<file path="src/hw/rtl/bdqs_pkg.sv">
// ----------------------------------------------------------------------------
// Bounded deque package
// Shared widths, command codes, status codes and controller states.
// ----------------------------------------------------------------------------
package bdqs_pkg;

   localparam int DEFAULT_DEPTH = 16;

   localparam int CMD_W    = 3;
   localparam int VALUE_W  = 32;
   localparam int STATUS_W = 2;
   localparam int COUNT_W  = 5;

   localparam logic [CMD_W-1:0] CMD_PUSH_BACK  = 3'd0;
   localparam logic [CMD_W-1:0] CMD_PUSH_FRONT = 3'd1;
   localparam logic [CMD_W-1:0] CMD_POP_BACK   = 3'd2;
   localparam logic [CMD_W-1:0] CMD_POP_FRONT  = 3'd3;
   localparam logic [CMD_W-1:0] CMD_SEARCH     = 3'd4;
   localparam logic [CMD_W-1:0] CMD_DELETE     = 3'd5;

   typedef enum logic [STATUS_W-1:0] {
      STS_OK        = 2'd0,
      STS_EMPTY     = 2'd1,
      STS_FULL      = 2'd2,
      STS_NOT_FOUND = 2'd3
   } status_type;

   typedef enum logic [1:0] {
      ST_IDLE,
      ST_POP,
      ST_SCAN,
      ST_SHIFT
   } state_type;

endpackage

</file>
<file path="src/hw/rtl/bounded_deque_with_search.sv">
// ----------------------------------------------------------------------------
// Bounded deque with search
// Ring-buffer deque of signed words in one synchronous memory, with push and
// pop at both ends, search, and delete of the first matching word.
// ----------------------------------------------------------------------------
// A command is taken when start is high and busy is low, and exactly one
// result word follows, marked by rsp_valid for one cycle; the receiver
// cannot stall it. Pushes, unknown command codes, and any command refused
// for an empty or full list give their result in the next cycle without
// raising busy, so a new command can follow at once. A pop reads the
// memory into a register and gives its result from ST_POP. A search
// reads the list from the front in ST_SCAN until it matches or passes the
// last entry. A delete then moves each entry behind the match one place
// forward in ST_SHIFT, one word at a time, since each passes through the
// single read port and the single write port of the entry memory.
module bounded_deque_with_search #(
   parameter int DEPTH = bdqs_pkg::DEFAULT_DEPTH
) (
   input  logic                                clock,
   input  logic                                reset,
   input  logic                                start,
   output logic                                busy,
   input  logic        [bdqs_pkg::CMD_W-1:0]    req_command,
   input  logic signed [bdqs_pkg::VALUE_W-1:0]  req_operand_value,
   output logic                                rsp_valid,
   output logic        [bdqs_pkg::STATUS_W-1:0] rsp_status,
   output logic                                rsp_found,
   output logic signed [bdqs_pkg::VALUE_W-1:0]  rsp_popped_value,
   output logic        [bdqs_pkg::COUNT_W-1:0]  rsp_entry_count
);
   import bdqs_pkg::*;

   localparam int AW   = $clog2(DEPTH);
   localparam int OCCW = $clog2(DEPTH + 1);
   localparam logic [AW-1:0]   LAST_POS   = AW'(DEPTH - 1);
   localparam logic [AW:0]     RING_SIZE  = (AW + 1)'(DEPTH);
   localparam logic [OCCW-1:0] FULL_COUNT = OCCW'(DEPTH);

   function automatic logic [AW-1:0] ring_add(input logic [AW-1:0] base,
                                              input logic [AW-1:0] off);
      logic [AW:0] sum;
      sum = {1'b0, base} + {1'b0, off};
      if (sum >= RING_SIZE) begin
         sum = sum - RING_SIZE;
      end
      return sum[AW-1:0];
   endfunction

   function automatic logic [AW-1:0] ring_inc(input logic [AW-1:0] p);
      return (p == LAST_POS) ? '0 : p + 1'b1;
   endfunction

   function automatic logic [AW-1:0] ring_dec(input logic [AW-1:0] p);
      return (p == '0) ? LAST_POS : p - 1'b1;
   endfunction

   logic signed [VALUE_W-1:0] mem [DEPTH];
   logic signed [VALUE_W-1:0] rd_data_ff;
   logic        [AW-1:0]      rd_addr;
   logic                      wr_en;
   logic        [AW-1:0]      wr_addr;
   logic signed [VALUE_W-1:0] wr_data;

   state_type                 state_ff, state_in;
   logic        [OCCW-1:0]    occ_ff, occ_in;
   logic        [AW-1:0]      front_ff, front_in;
   logic        [CMD_W-1:0]   cmd_ff, cmd_in;
   logic signed [VALUE_W-1:0] val_ff, val_in;
   logic        [AW-1:0]      ptr_ff, ptr_in;
   logic        [AW-1:0]      k_ff, k_in;
   logic                      rsp_valid_ff, rsp_valid_in;
   status_type                rsp_status_ff, rsp_status_in;
   logic                      rsp_found_ff, rsp_found_in;
   logic signed [VALUE_W-1:0] rsp_popped_ff, rsp_popped_in;
   logic        [COUNT_W-1:0] rsp_count_ff, rsp_count_in;

   logic [OCCW-1:0]         occ_m1;
   logic [OCCW-1:0]         k_next;
   logic [OCCW+COUNT_W-1:0] occ_ext;
   logic                    is_full;
   logic                    is_empty;

   assign occ_m1   = occ_ff - 1'b1;
   assign k_next   = OCCW'(k_ff) + 1'b1;
   assign occ_ext  = {{COUNT_W{1'b0}}, occ_in};
   assign is_full  = (occ_ff >= FULL_COUNT);
   assign is_empty = (occ_ff == '0);

   always_comb begin
      state_in      = state_ff;
      occ_in        = occ_ff;
      front_in      = front_ff;
      cmd_in        = cmd_ff;
      val_in        = val_ff;
      ptr_in        = ptr_ff;
      k_in          = k_ff;
      rsp_valid_in  = 1'b0;
      rsp_status_in = rsp_status_ff;
      rsp_found_in  = rsp_found_ff;
      rsp_popped_in = rsp_popped_ff;
      rd_addr       = front_ff;
      wr_en         = 1'b0;
      wr_addr       = ptr_ff;
      wr_data       = rd_data_ff;
      case (state_ff)
         ST_IDLE: begin
            if (start) begin
               cmd_in        = req_command;
               val_in        = req_operand_value;
               rsp_status_in = STS_OK;
               rsp_found_in  = 1'b0;
               rsp_popped_in = '0;
               case (req_command)
                  CMD_PUSH_BACK: begin
                     rsp_valid_in = 1'b1;
                     if (is_full) begin
                        rsp_status_in = STS_FULL;
                     end else begin
                        wr_en   = 1'b1;
                        wr_addr = ring_add(front_ff, occ_ff[AW-1:0]);
                        wr_data = req_operand_value;
                        occ_in  = occ_ff + 1'b1;
                     end
                  end
                  CMD_PUSH_FRONT: begin
                     rsp_valid_in = 1'b1;
                     if (is_full) begin
                        rsp_status_in = STS_FULL;
                     end else begin
                        front_in = ring_dec(front_ff);
                        wr_en    = 1'b1;
                        wr_addr  = ring_dec(front_ff);
                        wr_data  = req_operand_value;
                        occ_in   = occ_ff + 1'b1;
                     end
                  end
                  CMD_POP_BACK: begin
                     if (is_empty) begin
                        rsp_valid_in  = 1'b1;
                        rsp_status_in = STS_EMPTY;
                     end else begin
                        rd_addr  = ring_add(front_ff, occ_m1[AW-1:0]);
                        occ_in   = occ_m1;
                        state_in = ST_POP;
                     end
                  end
                  CMD_POP_FRONT: begin
                     if (is_empty) begin
                        rsp_valid_in  = 1'b1;
                        rsp_status_in = STS_EMPTY;
                     end else begin
                        rd_addr  = front_ff;
                        front_in = ring_inc(front_ff);
                        occ_in   = occ_m1;
                        state_in = ST_POP;
                     end
                  end
                  CMD_SEARCH, CMD_DELETE: begin
                     if (is_empty) begin
                        rsp_valid_in  = 1'b1;
                        rsp_status_in = STS_EMPTY;
                     end else begin
                        rd_addr  = front_ff;
                        ptr_in   = front_ff;
                        k_in     = '0;
                        state_in = ST_SCAN;
                     end
                  end
                  default: begin
                     rsp_valid_in = 1'b1;
                  end
               endcase
            end
         end
         ST_POP: begin
            rsp_valid_in  = 1'b1;
            rsp_popped_in = rd_data_ff;
            state_in      = ST_IDLE;
         end
         ST_SCAN: begin
            rd_addr = ring_inc(ptr_ff);
            if (rd_data_ff == val_ff) begin
               rsp_found_in = 1'b1;
               if (cmd_ff == CMD_DELETE) begin
                  state_in = ST_SHIFT;
               end else begin
                  rsp_valid_in = 1'b1;
                  state_in     = ST_IDLE;
               end
            end else if (k_next == occ_ff) begin
               rsp_status_in = STS_NOT_FOUND;
               rsp_valid_in  = 1'b1;
               state_in      = ST_IDLE;
            end else begin
               ptr_in = ring_inc(ptr_ff);
               k_in   = k_ff + 1'b1;
            end
         end
         ST_SHIFT: begin
            if (k_next == occ_ff) begin
               occ_in       = occ_m1;
               rsp_valid_in = 1'b1;
               state_in     = ST_IDLE;
            end else begin
               wr_en   = 1'b1;
               wr_addr = ptr_ff;
               wr_data = rd_data_ff;
               rd_addr = ring_inc(ring_inc(ptr_ff));
               ptr_in  = ring_inc(ptr_ff);
               k_in    = k_ff + 1'b1;
            end
         end
         default: begin
            state_in = ST_IDLE;
         end
      endcase
      rsp_count_in = occ_ext[COUNT_W-1:0];
   end

   always_ff @(posedge clock) begin
      if (wr_en) begin
         mem[wr_addr] <= wr_data;
      end
      rd_data_ff <= mem[rd_addr];
   end

   always_ff @(posedge clock) begin
      if (reset) begin
         state_ff     <= ST_IDLE;
         occ_ff       <= '0;
         front_ff     <= '0;
         rsp_valid_ff <= 1'b0;
      end else begin
         state_ff     <= state_in;
         occ_ff       <= occ_in;
         front_ff     <= front_in;
         rsp_valid_ff <= rsp_valid_in;
      end
   end

   always_ff @(posedge clock) begin
      cmd_ff        <= cmd_in;
      val_ff        <= val_in;
      ptr_ff        <= ptr_in;
      k_ff          <= k_in;
      rsp_status_ff <= rsp_status_in;
      rsp_found_ff  <= rsp_found_in;
      rsp_popped_ff <= rsp_popped_in;
      rsp_count_ff  <= rsp_count_in;
   end

   assign busy             = (state_ff != ST_IDLE);
   assign rsp_valid        = rsp_valid_ff;
   assign rsp_status       = rsp_status_ff;
   assign rsp_found        = rsp_found_ff;
   assign rsp_popped_value = rsp_popped_ff;
   assign rsp_entry_count  = rsp_count_ff;

`ifndef SYNTH
   a_occ_bound: assert property (@(posedge clock) disable iff (reset)
      occ_ff <= FULL_COUNT)
      else $error("occupancy above depth");

   a_rsp_idle: assert property (@(posedge clock) disable iff (reset)
      rsp_valid_ff |-> (state_ff == ST_IDLE))
      else $error("result word while a command is still running");

   a_found_ok: assert property (@(posedge clock) disable iff (reset)
      (rsp_valid_ff && rsp_found_ff) |-> (rsp_status_ff == STS_OK))
      else $error("found flag with a failing status");

   a_shift_range: assert property (@(posedge clock) disable iff (reset)
      (state_ff == ST_SHIFT) |-> (OCCW'(k_ff) < occ_ff))
      else $error("shift offset beyond the list");

   a_occ_change: assert property (@(posedge clock) disable iff (reset)
      (state_ff != ST_IDLE && state_ff != ST_SHIFT) |=> $stable(occ_ff))
      else $error("count changed outside accept or delete");
`endif

endmodule
</file>
<file path="config.mk">
export PLATFORM = sky130hd
export DESIGN_NAME = bounded_deque_with_search
export DESIGN_NICKNAME = d
export VERILOG_FILES = /design/src/hw/rtl/bdqs_pkg.sv /design/src/hw/rtl/bounded_deque_with_search.sv
export SDC_FILE = /design/constraint.sdc
export NUM_CORES = 1
export LEC_CHECK = 0
export BUFFER_PORTS_ARGS = -buffer_cell sky130_fd_sc_hd__buf_2
export CAP_MARGIN = 20
export CORE_MARGIN = 1.5
export CORE_UTILIZATION = 55
export CTS_CLUSTER_SIZE = 28
export DETAILED_ROUTE_END_ITERATION = 10
export PLACE_DENSITY = 0.71
export SLEW_MARGIN = 25
export SYNTH_ARGS = -nofsm -noshare
export SYNTH_HDL_FRONTEND = slang
export SYNTH_SLANG_ARGS = --single-unit
</file>
<file path="constraint.sdc">
create_clock -name clock -period 7.41 [get_ports clock]
set_input_delay 0.741 -clock clock [delete_from_list [all_inputs] [get_ports clock]]
set_output_delay 0.741 -clock clock [all_outputs]
set_load 0.03 [all_outputs]
</file>
==> results by group <==
Run status
  • Run status: complete, no violations

STA
  • Post-route clock period utilization: 65.0%
  • Final number of hold-violating endpoints: 0
  • Setup repair after global routing missed its margin: no
  • Max_slew headroom: 27.7%
  • Fin crit period: between 4 and 5 ns
  • Least-Margin Pin Slew: around 1.1 ns
  • Total negative slack for setup checks: 0 ns
  • Setup-violating endpoint count in the final report: 0
  • Achievable Freq: 208 MHz
  • Final number of max-transition violations: 0
  • Clock tree skew after final layout: approximately 0.019 ns

Clocking
  • Worst skew pair latency: around 0.60 ns
  • Max clock buf depth: 3
  • Reg clk slew, reported paths: ~0.06 ns
  • # clock sinks: roughly 640
  • Root Driver: sky130_fd_sc_hd__clkbuf_16
  • Number of buffers inserted to repair setup after CTS: 0
  • Inserted Clock Buffers: 66
  • Resize count post-CTS: 0
  • CTS tree: built
  • CTS hold repair buffers: 0
  • H-tree lvl count: 3

Die
  • Placeable core region: 47800 µm²
  • Die footprint: 50000 µm²
  • # IOs: 80
  • Floorplan die width: 224 µm
  • Initial Utilization: a little under three fifths
  • Core Rows: 80
  • Die height: approximately 220 µm

Critical path
  • Reg-to-reg endpoint: rd_data_ff[19]
  • Category of the most critical setup path: register to register
  • FF-to-FF path depth: 10
  • Critical path peak fanout: 84
  • Flop2flop setup slack: between 2 and 3 ns
  • Arrival time at the worst endpoint: 5.35 ns
  • Most Frequent Cell on Critical Path: sky130_fd_sc_hd__inv_1
  • Stage delay of the slowest cell on the critical path: around 0.84 ns
  • Master of the slowest instance on the critical path: sky130_fd_sc_hd__ha_2
  • RR Startpoint: state_ff[1]
  • Logic depth of the worst setup path including buffers: 10
  • Critical path endpoint category: register
  • Count of buffering cells on the critical path with inverters included: 3
  • Worst path cell trace: inv_1, ha_2, inv_1, and3_1, a21oi_4, nand2_8, buf_12, mux2i_1, a211oi_1, a211o_1
  • Required time of the critical path: between 7 and 8 ns
  • Family of cells with the greatest summed delay on the critical path: compound AO/OA/AOI/OAI gates
  • Startpoint types: register

Route
  • DRT antenna net count: 0
  • Via total after detailed routing: ~16000
  • Wire length per cell after detailed routing: 26.6 µm
  • Starting DRT DRC Count: 1890
  • Via density: 6.44
  • Router iterations before antenna repair: 5
  • Number of DRC violations after detailed routing: 0
  • Aggregate routed wire length: around 68 mm

Placed design
  • Number of port buffers: 79
  • Last weighted congestion value of the routability-driven placer: 0.880
  • Placed Instance Area: between 20000 and 30000 µm²
  • Post-detail-place hpwl: slightly below 40 mm

Min path
  • Type of the tightest min-delay check: input pin to register
  • Hold Path Cell Cnt: 1
  • Critical hold path startpoint: req_operand_value[14]
  • Hold Path Sink: val_ff[14]

Cells and area
  • Number of nets in the layout: between 1500 and 2000
  • Area of the multi-input gates: 7480 µm²
  • Area Overhead vs Synth: 12.2%
  • Area used by sequential logic in the layout: about 19000 µm²
  • Ratio of cells with drive above 1 in the final layout: ~14%
  • Post-route standard cell area excluding fillers: 30000 µm²
  • Most common library cell in the layout ignoring fill and taps: sky130_fd_sc_hd__edfxtp_1
  • Fill count: approximately 3500
  • Diode insertion count for antenna repair: 0
  • Most frequent cells in the layout: 590 x sky130_fd_sc_hd__edfxtp_1, 205 x sky130_fd_sc_hd__nand2_1, 133 x sky130_fd_sc_hd__mux2i_1

Pwr
  • Worst voltage drop across the vdd grid: 0.000208 V
  • Leakage power of the design: 10.2 nW
  • Sw power: 3.51 mW
  • Internal Pwr Total: 7.31 mW
  • Sequential group share of total power: approximately 45%
  • Cell area power density: 360 nW/µm²
  • Share of total power consumed by net switching: 32.4%
  • Clock power share: 29.7%
  • Power Total: 10.8 mW
  • Comb power frac: 25.6%

Run
  • Reported max-cap violation count: 0

Synth
  • Ys flop type: sky130_fd_sc_hd__edfxtp_1
  • Largest area contributor in the synthesized netlist: sky130_fd_sc_hd__edfxtp_1
  • Synth Warn #: 0
  • Number of synthesized flops with an enable pin: 590
  • Top cells by area in the synthesized netlist: sky130_fd_sc_hd__edfxtp_1 66%, sky130_fd_sc_hd__mux2i_1 5.0%, sky130_fd_sc_hd__dfxtp_1 3.7%, sky130_fd_sc_hd__nand2_1 2.9%, sky130_fd_sc_hd__a211oi_1 2.9%
  • Post-synth cell types: 73
  • Share of the synthesized area in the top cell type: 66.2%
  • Net Count, Synth: 1887
  • Fraction of synthesis flops using an asynchronous set or reset pin: 0%
  • Syn Area/Cell: 14.6 µm²
  • Fraction of the yosys area taken by sequential cells: 69.9%
  • Yosys reg bits: approximately 640
  • Post-Synthesis Cells: 1827
  • Netlist area before placement: 26800 µm²

Global route
  • Global-route wire length before repair: a little over 100 mm
  • Via count of the first global-routing pass: 16300
  • All-Layer GR Usage: between 20% and 30%
  • Largest net degree at the start of global routing: 85
  • Remaining global-route overflow: 0
  • Initial antenna violation count: 1
## cell usage after synthesis (4+ instances only)
master / count
sky130_fd_sc_hd__edfxtp_1: 590
sky130_fd_sc_hd__nand2_1: 206
sky130_fd_sc_hd__mux2i_1: 133
sky130_fd_sc_hd__a211oi_1: 102
sky130_fd_sc_hd__and3_1: 68
sky130_fd_sc_hd__o21ai_0: 59
sky130_fd_sc_hd__clkbuf_1: 58
sky130_fd_sc_hd__dfxtp_1: 49
sky130_fd_sc_hd__xnor2_1: 44
sky130_fd_sc_hd__and2_1: 41
sky130_fd_sc_hd__a31oi_1: 38
sky130_fd_sc_hd__nand3_1: 37
sky130_fd_sc_hd__a221oi_1: 35
sky130_fd_sc_hd__buf_2: 35
sky130_fd_sc_hd__nor2_1: 35
sky130_fd_sc_hd__and4_1: 33
sky130_fd_sc_hd__a211o_1: 32
sky130_fd_sc_hd__a211oi_2: 30
sky130_fd_sc_hd__a21oi_1: 27
sky130_fd_sc_hd__ha_1: 20
sky130_fd_sc_hd__inv_1: 20
sky130_fd_sc_hd__buf_6: 14
sky130_fd_sc_hd__buf_4: 12
sky130_fd_sc_hd__nor2b_1: 10
sky130_fd_sc_hd__nand4_1: 9
sky130_fd_sc_hd__a21o_1: 8
sky130_fd_sc_hd__xor2_1: 7
sky130_fd_sc_hd__nand2b_1: 6
sky130_fd_sc_hd__nor3_1: 6
sky130_fd_sc_hd__nor4_1: 4
sky130_fd_sc_hd__or3_1: 4
## state kept, by name (all words and copies together), names as in the netlist, 2 cells and up
register and count:
k_ff 4, state_ff 2, val_ff 32, rsp_entry_count 5
ptr_ff 4, rsp_status 2, rd_data_ff 32, cmd_ff 3
rsp_popped_value 32, front_ff 4, mem 512, occ_ff 5
## final cells by class
cell class | count | area share (%)
sequential | 639 | 62.3
multi-input combinational | 1046 | 24.9
tap | 615 | 2.56
timing repair buffer | 113 | 3.07
clock buffer | 91 | 6.05
clock inverter | 29 | 0.879
inverter | 21 | 0.262
## power by group through the flow
| stage | clock [mW] | combinational (mW) | sequential [mW] |
|---|---|---|---|
| global route | 3.38 | 2.97 | 4.87 |
| global placement | 0 | 2.62 | 4.91 |
| floorplan | 0 | 1.75 | 4.93 |
| CTS | 3.24 | 2.74 | 4.84 |
| detailed placement | 0 | 2.73 | 4.92 |
| finish | 3.21 | 2.77 | 4.85 |
## cell families after synthesis
family	count (synthesis)	share of synthesized area, %
mux	135	5.06
buf+inv	142	2.73
compound gates	362	10.4
flops	639	69.9
simple gates	476	9.16
fa+ha+maj	22	1.08
xor+xnor	51	1.67
## how the worst max path moves through the flow
stage,startpoint,to,slack [ns]
6_report,state_ff[1],rd_data_ff[19],2.59
5_1_grt,state_ff[1],rd_data_ff[16],2.23
4_1_cts,occ_ff[0],rd_data_ff[28],2.64
3_5_place_dp,occ_ff[0],rd_data_ff[2],2.64
3_3_place_gp,req_command[2],mem[3][16],2.67
2_1_floorplan,start,mem[0][0],3.03
## metal layers
metal	share of wire, %	GRT usage, %	vias up
li1	-	-	7216
met3	8.3	4.28	133
met5	0.019	0	-
met2	48	44.3	806
met4	3.2	10.6	2
met1	41	38.3	8297
## per-stage QoR
step / instances / hold WS, ns / utilization (%) / setup slack [ns]
after floorplan: 1827 / 0.492 / - / 3.03
after global placement: 2418 / 0.504 / 57.6 / 2.67
after detailed placement: 2434 / 0.529 / 58.4 / 2.64
after CTS: 2554 / 0.306 / 62.8 / 2.64
after global routing: 2554 / 0.324 / 62.8 / 2.23
final: 2554 / 0.336 / 62.8 / 2.59
Power figures use the tool's default switching activity.
